===== config.mk =====
export PLATFORM = sky130hd
export DESIGN_NAME = rpn_ctrl
export DESIGN_NICKNAME = d
export VERILOG_FILES = /design/src/hw/rtl/rpn_pkg.sv /design/src/hw/rtl/rpn_ctrl.sv
export SDC_FILE = /design/constraint.sdc
export NUM_CORES = 1
export LEC_CHECK = 0
export BUFFER_PORTS_ARGS = -buffer_cell sky130_fd_sc_hd__buf_2
export CORE_ASPECT_RATIO = 1.1
export CORE_MARGIN = 2
export CORE_UTILIZATION = 35
export CTS_BUF_LIST = sky130_fd_sc_hd__clkbuf_2 sky130_fd_sc_hd__clkbuf_4 sky130_fd_sc_hd__clkbuf_8
export DETAILED_ROUTE_END_ITERATION = 6
export GPL_ROUTABILITY_DRIVEN = 0
export PLACE_DENSITY = 0.59
export SETUP_SLACK_MARGIN = 0.5
export SYNTH_ARGS = -nofsm -noshare
export SYNTH_HDL_FRONTEND = slang
export SYNTH_SLANG_ARGS = --single-unit

===== constraint.sdc =====
create_clock -name clk -period 2.3 [get_ports clk]
set_input_delay 0.46 -clock clk [delete_from_list [all_inputs] [get_ports clk]]
set_output_delay 0.46 -clock clk [all_outputs]
set_load 0.01 [all_outputs]

===== src/hw/rtl/rpn_pkg.sv =====
// ----------------------------------------------------------------------------
// rpn_pkg
// Shared types, codes and helpers of the RPN stack calculator.
// ----------------------------------------------------------------------------
package rpn_pkg;

	localparam int VAL_W = 48;

	typedef enum logic [2:0] {
		OP_PUSH  = 3'd0,
		OP_ADD   = 3'd1,
		OP_SUB   = 3'd2,
		OP_MUL   = 3'd3,
		OP_DIV   = 3'd4,
		OP_MOD   = 3'd5,
		OP_PRINT = 3'd6,
		OP_UNK   = 3'd7
	} op_t;

	typedef struct packed {
		op_t                     operation;
		logic signed [VAL_W-1:0] operand_value;
	} token_t;

	typedef struct packed {
		logic signed [VAL_W-1:0] printed_value;
		logic                    printed;
		logic [1:0]              underflow_count;
		logic                    overflow;
		logic                    zero_divisor;
		logic                    unknown_command;
		logic [7:0]              stack_depth;
	} result_t;

	typedef enum logic [3:0] {
		ST_IDLE,
		ST_DISPATCH,
		ST_RD_B,
		ST_GET_B,
		ST_RD_A,
		ST_GET_A,
		ST_PREP,
		ST_MUL,
		ST_DIV,
		ST_PUSH_RES,
		ST_FIN
	} state_t;

	typedef struct packed {
		logic load;
		logic rd;
		logic cap_b;
		logic cap_a;
		logic set_print;
		logic set_zdiv;
		logic set_unk;
		logic mul_init;
		logic mul_step;
		logic div_load;
		logic div_step;
		logic push;
		logic finish;
	} ctl_cmd_t;

	typedef struct packed {
		op_t  op;
		logic b_zero;
		logic b_int_zero;
		logic mul_last;
		logic div_last;
	} ctl_sts_t;

	// partial products of the 24x24 multiplier
	localparam logic [2:0] MUL_STEPS = 3'd4;

	// saturate a sign and magnitude to the 48-bit signed range
	function automatic logic [VAL_W-1:0] sat_mag(input logic neg, input logic [127:0] mag);
		logic [127:0]      lim;
		logic [VAL_W-1:0]  m;
		lim = neg ? (128'd1 << (VAL_W-1)) : ((128'd1 << (VAL_W-1)) - 128'd1);
		m   = (mag > lim) ? lim[VAL_W-1:0] : mag[VAL_W-1:0];
		return neg ? (VAL_W)'(-m) : m;
	endfunction

	function automatic logic [VAL_W-1:0] mag_of(input logic [VAL_W-1:0] v);
		return v[VAL_W-1] ? (VAL_W)'(-v) : v;
	endfunction

endpackage


===== src/hw/rtl/rpn_ctrl.sv =====
// ----------------------------------------------------------------------------
// rpn_ctrl
// Sequencer: pops operands, runs the arithmetic unit, pushes, reports.
// ----------------------------------------------------------------------------
module rpn_ctrl
	import rpn_pkg::*;
(
	input  logic     clk,
	input  logic     arst_n,
	input  logic     start,
	output logic     busy,
	input  ctl_sts_t sts,
	output ctl_cmd_t cmd
);

	state_t state_q, state_d;

	always_ff @(posedge clk or negedge arst_n) begin
		if (!arst_n) begin
			state_q <= ST_IDLE;
		end else begin
			state_q <= state_d;
		end
	end

	assign busy = (state_q != ST_IDLE);

	always_comb begin
		state_d = state_q;
		cmd     = '0;
		unique case (state_q)
			ST_IDLE: begin
				if (start) begin
					cmd.load = 1'b1;
					state_d  = ST_DISPATCH;
				end
			end
			ST_DISPATCH: begin
				if (sts.op == OP_PUSH) begin
					cmd.push = 1'b1;
					state_d  = ST_FIN;
				end else if (sts.op == OP_UNK) begin
					cmd.set_unk = 1'b1;
					state_d     = ST_FIN;
				end else begin
					state_d = ST_RD_B;
				end
			end
			ST_RD_B: begin
				cmd.rd  = 1'b1;
				state_d = ST_GET_B;
			end
			ST_GET_B: begin
				cmd.cap_b = 1'b1;
				if (sts.op == OP_PRINT) begin
					cmd.set_print = 1'b1;
					state_d       = ST_FIN;
				end else if ((sts.op == OP_DIV && sts.b_zero) ||
				             (sts.op == OP_MOD && sts.b_int_zero)) begin
					cmd.set_zdiv = 1'b1;
					state_d      = ST_FIN;
				end else begin
					state_d = ST_RD_A;
				end
			end
			ST_RD_A: begin
				cmd.rd  = 1'b1;
				state_d = ST_GET_A;
			end
			ST_GET_A: begin
				cmd.cap_a = 1'b1;
				state_d   = ST_PREP;
			end
			ST_PREP: begin
				if (sts.op == OP_MUL) begin
					cmd.mul_init = 1'b1;
					state_d      = ST_MUL;
				end else if (sts.op == OP_DIV || sts.op == OP_MOD) begin
					cmd.div_load = 1'b1;
					state_d      = ST_DIV;
				end else begin
					cmd.push = 1'b1;
					state_d  = ST_FIN;
				end
			end
			ST_MUL: begin
				cmd.mul_step = 1'b1;
				if (sts.mul_last) state_d = ST_PUSH_RES;
			end
			ST_DIV: begin
				cmd.div_step = 1'b1;
				if (sts.div_last) state_d = ST_PUSH_RES;
			end
			ST_PUSH_RES: begin
				cmd.push = 1'b1;
				state_d  = ST_FIN;
			end
			ST_FIN: begin
				cmd.finish = 1'b1;
				state_d    = ST_IDLE;
			end
			default: state_d = ST_IDLE;
		endcase
	end

endmodule


Word level (Yosys, flattened, before mapping):

Index checks and enable logic that the tools add are counted.
Widths: inputs -> output; s select.

* input port bits: 10
* register bits: 4
* output and inout port bits: 14
* logic and storage cells: 62

* reductions and logical operators: 9
* multiplexer cells: 34
* equality and inequality tests: 18

Operator list (number)
* $pmux 4 s10: 1
* $mux 4: 8
* $mux 1: 22
* $eq 4x3->1 const B: 4
* $eq 3x3->1 const B: 4
* $eq 4x4->1 const B: 3
* $eq 4x2->1 const B: 2
* $ne 2x2->1 const B: 3
* $eq 4x1->1 const B: 1
* $logic_not 4->1: 1
* $mux 2: 2
* $reduce_bool 4->1: 1
* $eq 3x2->1 const B: 1
* $logic_not 3->1: 1
* $pmux 1 s3: 1
* $reduce_and 3->1: 1
* $logic_and 1x1->1: 2
* $logic_or 1x1->1: 2
* $reduce_or 2->1: 1

Logic depth before layout (Yosys ltp):

Gate-level depths: netlist of the first run.

* depth after elaboration: 6
* gate-level depth with buffers: 5

Worst setup path after synthesis of the first run:

No wires, ideal clock.

* path kind: register to output
* from: register state_q[0]
* to: output cmd[1] (netlist name)
* data arrival time: 1.405 ns
* slack: 0.435 ns
* cell stages (with the launch flop): 6
* path buffers: 1
* path through: dfrtp_1 > buf_4 > or3b_4 > o21a_1 > o22a_1 > o221ai_1

RTL lines
* start: declaration: RTL line rpn_ctrl.sv:16 `state_t state_q, state_d;`
* start signal: assignment: RTL line rpn_ctrl.sv:22 `state_q <= state_d;`
* end: declaration: RTL line rpn_ctrl.sv:13 `output ctl_cmd_t cmd`

==> impl_metrics.tcl, run 1 <==
set metrics [dict create \
    synth_area_sq_um 544 \
    antenna_found_initial 0 \
    syn_area_per_cell_sq_um 6.89 \
    synth_nets 89 \
    die_x_um 41.6 \
    drv_slew 0 \
    rows 14 \
    r2r-start "state_q[2]" \
    placed_area_sq_um 672 \
    nNetsFinal 128 \
    synth_edf_count 0 \
    drc 0 \
    fin_tns_setup_ns 0 \
    cts_root_buf "clkbuf_4" \
    finalHoldViolCount 0 \
    synth_seq_cells 4 \
    post-dp-hpwl_um 1120 \
    vias_per_cell 5.62 \
    irDropWorstVdd_v 0.000770 \
    cp_data_arrival_time_ns 1.64 \
    crit_required_ns 1.84 \
    cp_max_fo 4 \
    r2r-end "state_q[0]" \
    io_buffers 23 \
    drive_above_1_share 0.569 \
    reg2reg_depth 9 \
    ioPinCount 24 \
    reg_top3 "state_q (4)" \
    power.leakage_nw 0.471 \
    drt-total-wl_um 1830 \
    grt_setup_unrepaired "yes" \
    via_count 742 \
    utilization 0.690 \
    drv_cap 0 \
    clock_sinks 4 \
    n_antenna_cell 0 \
    path_clk_slew_ns 0.04 \
    clk_latency_ns 0.24 \
    critPathCaptureType "output pin" \
    worst_pin_slew_ns 0.419 \
    crit_end "cmd[1]" \
    die_h_um 45.4 \
    p_total_mw 1.15 \
    cts_max_level 1 \
    async_flop_share 1.00 \
    design_area_sq_um 978 \
    outcome "completed" \
    grt_max_degree 17 \
    wire_per_inst_um 13.8 \
    clockBufferDepth 2 \
    clock_skew_ns 0.00386 \
    finalSetupViolCount 0 \
    grt_use_total 0.201 \
    cts_tree "yes" \
    largest_reg_flops 4 \
    period_share 0.911 \
    dieArea_sq_um 1890 \
    synthDistinctLibCells 35 \
    firstDrtPassIters 4 \
    hold_buffers 0 \
    fmax_ghz 0.477 \
    cts_buffers 3 \
    ff2ff_setup_slack_ns 0.52 \
    grt_pass1_vias 658 \
    top_register "state_q" \
    path_class "register to output pin" \
    fin_crit_ns 2.10 \
    grt_pass1_wl_um 2890 \
    grt.overflow.total 0 \
    yosysSeqAreaShare 0.184 \
    relSlewSlack 0.718 \
    initial_core_util 0.384 \
    drt_iter0_drc 15 \
    synth_cells 79 \
    hp-class "input pin to asynchronous set/reset pin" \
    coreArea_sq_um 1420 \
    antenna_left 0 \
    area_delta_synth_final_pct 79.8 \
    synth_ff_type "dfrtp_1" \
    power.density_nw_per_um2 1180 \
    worstSetupStartpointType "register" \
    yosys_warnings 0 \
    crit_start "state_q[0]" \
]
[cell usage after synthesis (all sizes together), types with 2 or more instances]
cell / count / share of area
nand3: 3 / 0.028
clkbuf: 3 / 0.021
buf: 6 / 0.060
nand2: 9 / 0.062
or3: 2 / 0.023
nor3: 5 / 0.046
inv: 4 / 0.028
a22o: 2 / 0.032
nor4: 4 / 0.046
nand2b: 3 / 0.034
nor2: 8 / 0.055
nand3b: 2 / 0.028
o211ai: 2 / 0.028
a21oi: 3 / 0.028
dfrtp: 4 / 0.18
[worst min path at each step]
stage	startpoint	end	slack, ns	cells after the start
finish	arst_n	state_q[3]	0.02	1
global placement	arst_n	state_q[3]	0.27	1
global route	arst_n	state_q[3]	0.02	1
detailed placement	arst_n	state_q[3]	0.27	1
CTS	arst_n	state_q[3]	0.01	1
floorplan	arst_n	state_q[0]	0.16	0
[cell usage in the layout (no fill, tap or decap), types with 4 or more instances in the layout]
| cell type | netlist | routed |
|---|---|---|
| buf_6 | 0 | 8 |
| buf_4 | 1 | 11 |
| buf_2 | 5 | 22 |
| nor2_1 | 8 | 7 |
| nand2_1 | 9 | 9 |
| dfrtp_1 | 4 | 4 |
[critical path: stages, from the launching register on]
cell	delay, ns
dfrtp_1	0.39
or3b_4	0.40
o21a_1	0.18
o22a_1	0.16
o221ai_2	0.12
buf_2	0.15
[per-stage QoR]
step	setup slack, ns	hold slack, ns	instances
after CTS	0.205	0.0101	129
final	0.204	0.0244	132
after global placement	0.411	0.270	113
after floorplan	0.506	0.164	79
after detailed placement	0.376	0.268	113
after global routing	0.150	0.0188	132
[routing by layer]
| metal | vias to the layer above | part of all wire | GRT usage |
|---|---|---|---|
| li1 | 364 | - | - |
| met1 | 357 | 0.45 | 0.238 |
| met2 | 17 | 0.51 | 0.359 |
| met3 | 4 | 0.032 | 0.0520 |
| met4 | 0 | 0.014 | 0.0581 |
| met5 | - | 0 | 0 |
[what timing repair did]
item	in CTS	in global routing
cloned	0	0
buffers inserted	13	3
pin swaps	8	7
gates resized for setup	24	10
setup endpoints to repair	10	14
[area by class of cell]
| type | count | area [sq um] |
|---|---|---|
| Timing Repair Buffer | 43 | 318 |
| Multi-Input combinational cell | 62 | 503 |
| Fill cell | 118 | 440 |
| Inverter | 4 | 15.0 |
| Tap cell | 16 | 20.0 |
| Sequential cell | 4 | 100 |
| Clock buffer | 3 | 22.5 |
[cell families (layout without fill, tap and decap cells)]
kind of cell              count (synthesis)  after routing  share of synthesized area
AOI/OAI and AO/OA                        16             16                      0.223
and+or+nand+nor                          44             44                      0.451
xor gates and xnor gates                  1              1                     0.0161
muxes                                     1              1                     0.0184
DFF                                       4              4                      0.184
buffers and inverters                    13             50                      0.108
[where the power goes]
| group | switching, mW | leakage, nW | internal [mW] |
|---|---|---|---|
| Sequential | 0.0286 | 0.0498 | 0.102 |
| Combinational | 0.440 | 0.408 | 0.493 |
| Clock | 0.0282 | 0.0138 | 0.0583 |
Note: power is estimated with default switching activity, not from simulation.
==> run 2, diff against run 1 <==
PLACE_DENSITY = not set   (was 0.59)
==> impl_metrics.tcl, run 2 (synthesis results as in run 1) <==
set metrics [dict create \
    outcome "completed" \
    dieArea_sq_um 1890 \
    power_frac_seq 0.122 \
    grt_pass1_wl_um 2510 \
    fin_crit_ns 2.09 \
    rows 14 \
    cp_max_fo 2 \
    antenna_found_initial 0 \
    reg_top3 "state_q (4)" \
    initial_core_util 0.384 \
    fin_tns_setup_ns 0 \
    cp_data_arrival_time_ns 1.63 \
    grt_max_degree 16 \
    finalSetupViolCount 0 \
    clockBufferDepth 2 \
    grt.overflow.total 0 \
    final_common_cell "buf_2" \
    worst_pin_slew_ns 0.379 \
    fillers 125 \
    p_comb_frac 0.792 \
    area_delta_synth_final_pct 62.3 \
    cts_max_level 1 \
    vias_per_cell 5.48 \
    top_register "state_q" \
    fmax_ghz 0.479 \
    die_h_um 45.4 \
    grt_use_total 0.173 \
    wire_per_inst_um 13.8 \
    drt_iter0_drc 14 \
    crit_required_ns 1.84 \
    relSlewSlack 0.745 \
    drive_above_1_share 0.500 \
    drv_slew 0 \
    irDropWorstVdd_v 0.000611 \
    final_cell_mix "buf_2, nand2_1, buf_4" \
    multiInputGateArea_sq_um 485 \
    nNetsFinal 120 \
    clock_skew_ns 0.00209 \
    die_x_um 41.6 \
    drt-total-wl_um 1710 \
    clkPwrFrac 0.086 \
    hp-class "input pin to asynchronous set/reset pin" \
    firstDrtPassIters 4 \
    cts_tree "yes" \
    power.leakage_nw 0.419 \
    utilization 0.623 \
    power.density_nw_per_um2 1160 \
    path_class "register to output pin" \
    finalHoldViolCount 0 \
    grt_setup_unrepaired "yes" \
    period_share 0.907 \
    power_switching_uw 466 \
    n_antenna_cell 0 \
    io_buffers 23 \
    via_count 679 \
    seq_area_sq_um 100 \
    cts_root_buf "clkbuf_4" \
    place_ws_ns 0.378 \
    clock_sinks 4 \
    post-dp-hpwl_um 1140 \
    hold_buffers 0 \
    critPathCaptureType "output pin" \
    path_clk_slew_ns 0.04 \
    cts_buffers 3 \
    largest_reg_flops 4 \
    ioPinCount 24 \
    coreArea_sq_um 1420 \
    internal-power_uw 560 \
    fin_ws_ns 0.213 \
    worstSetupStartpointType "register" \
    drv_cap 0 \
    antenna_left 0 \
    drc 0 \
    grt_pass1_vias 579 \
    swShare 0.454 \
    clk_latency_ns 0.24 \
]
==> run 2: final timing paths <==
kind / slack, ns / depth (start not counted) / start / end
hold / removal: 0.02 / 1 / arst_n / state_q[0]
setup reg to reg: 0.65 / 7 / state_q[2] / state_q[0]
hold reg to reg: 0.74 / 3 / state_q[2] / state_q[1]
max in group asynchronous: 2.16 / 1 / arst_n / state_q[1]
setup / recovery: 0.21 / 5 / state_q[2] / cmd[1]
min in group clk: 0.45 / 2 / sts[1] / state_q[0]
==> run 2: final cells by class <==
cell class	instances	share of cell area
multi-input cells	62	0.550
inverters	4	0.0170
well taps	16	0.0227
flip-flops and latches	4	0.113
repair buffers	35	0.272
clock buffers	3	0.0255
==> run 2: per-layer routing <==
layer	wire length [um]	GRT usage	vias up
met3	75	0.0480	4
met4	29	0.0194	0
li1	-	-	344
met5	0	0	-
met2	817	0.322	19
met1	785	0.204	312
==> run 2: metrics by stage <==
stage / hold WS (ns) / instance area (sq um) / instances / total power [mW]
finish: 0.0228 / 883 / 124 / 1.03
global route: 0.0229 / 883 / 124 / 1.09
detailed placement: 0.272 / 679 / 114 / 0.677
floorplan: 0.164 / 551 / 79 / 0.528
global placement: 0.271 / 679 / 114 / 0.674
CTS: 0.0231 / 749 / 119 / 0.832
==> run 2: timing repair <==
| action | 4_1_cts | 5_1_grt |
|---|---|---|
| pin swaps | 3 | 2 |
| endpoints found under the setup margin | 10 | 12 |
| setup buffers | 2 | 5 |
| gates resized for setup | 7 | 17 |
==> run 2: critical path, cell delays in order, from the launching register on <==
cell and delay [ns]:
dfrtp_1 0.38, or3b_4 0.41, o21a_1 0.18, o22a_1 0.16
o221ai_2 0.11, buf_2 0.15
==> run 2: power groups by stage <==
| stage | registers [mW] | logic, mW | clock network (mW) |
|---|---|---|---|
| after floorplan | 0.117 | 0.411 | 0 |
| after global placement | 0.128 | 0.546 | 0 |
| after detailed placement | 0.130 | 0.547 | 0 |
| after CTS | 0.121 | 0.621 | 0.0899 |
| after global routing | 0.127 | 0.873 | 0.0942 |
| final | 0.125 | 0.813 | 0.0881 |
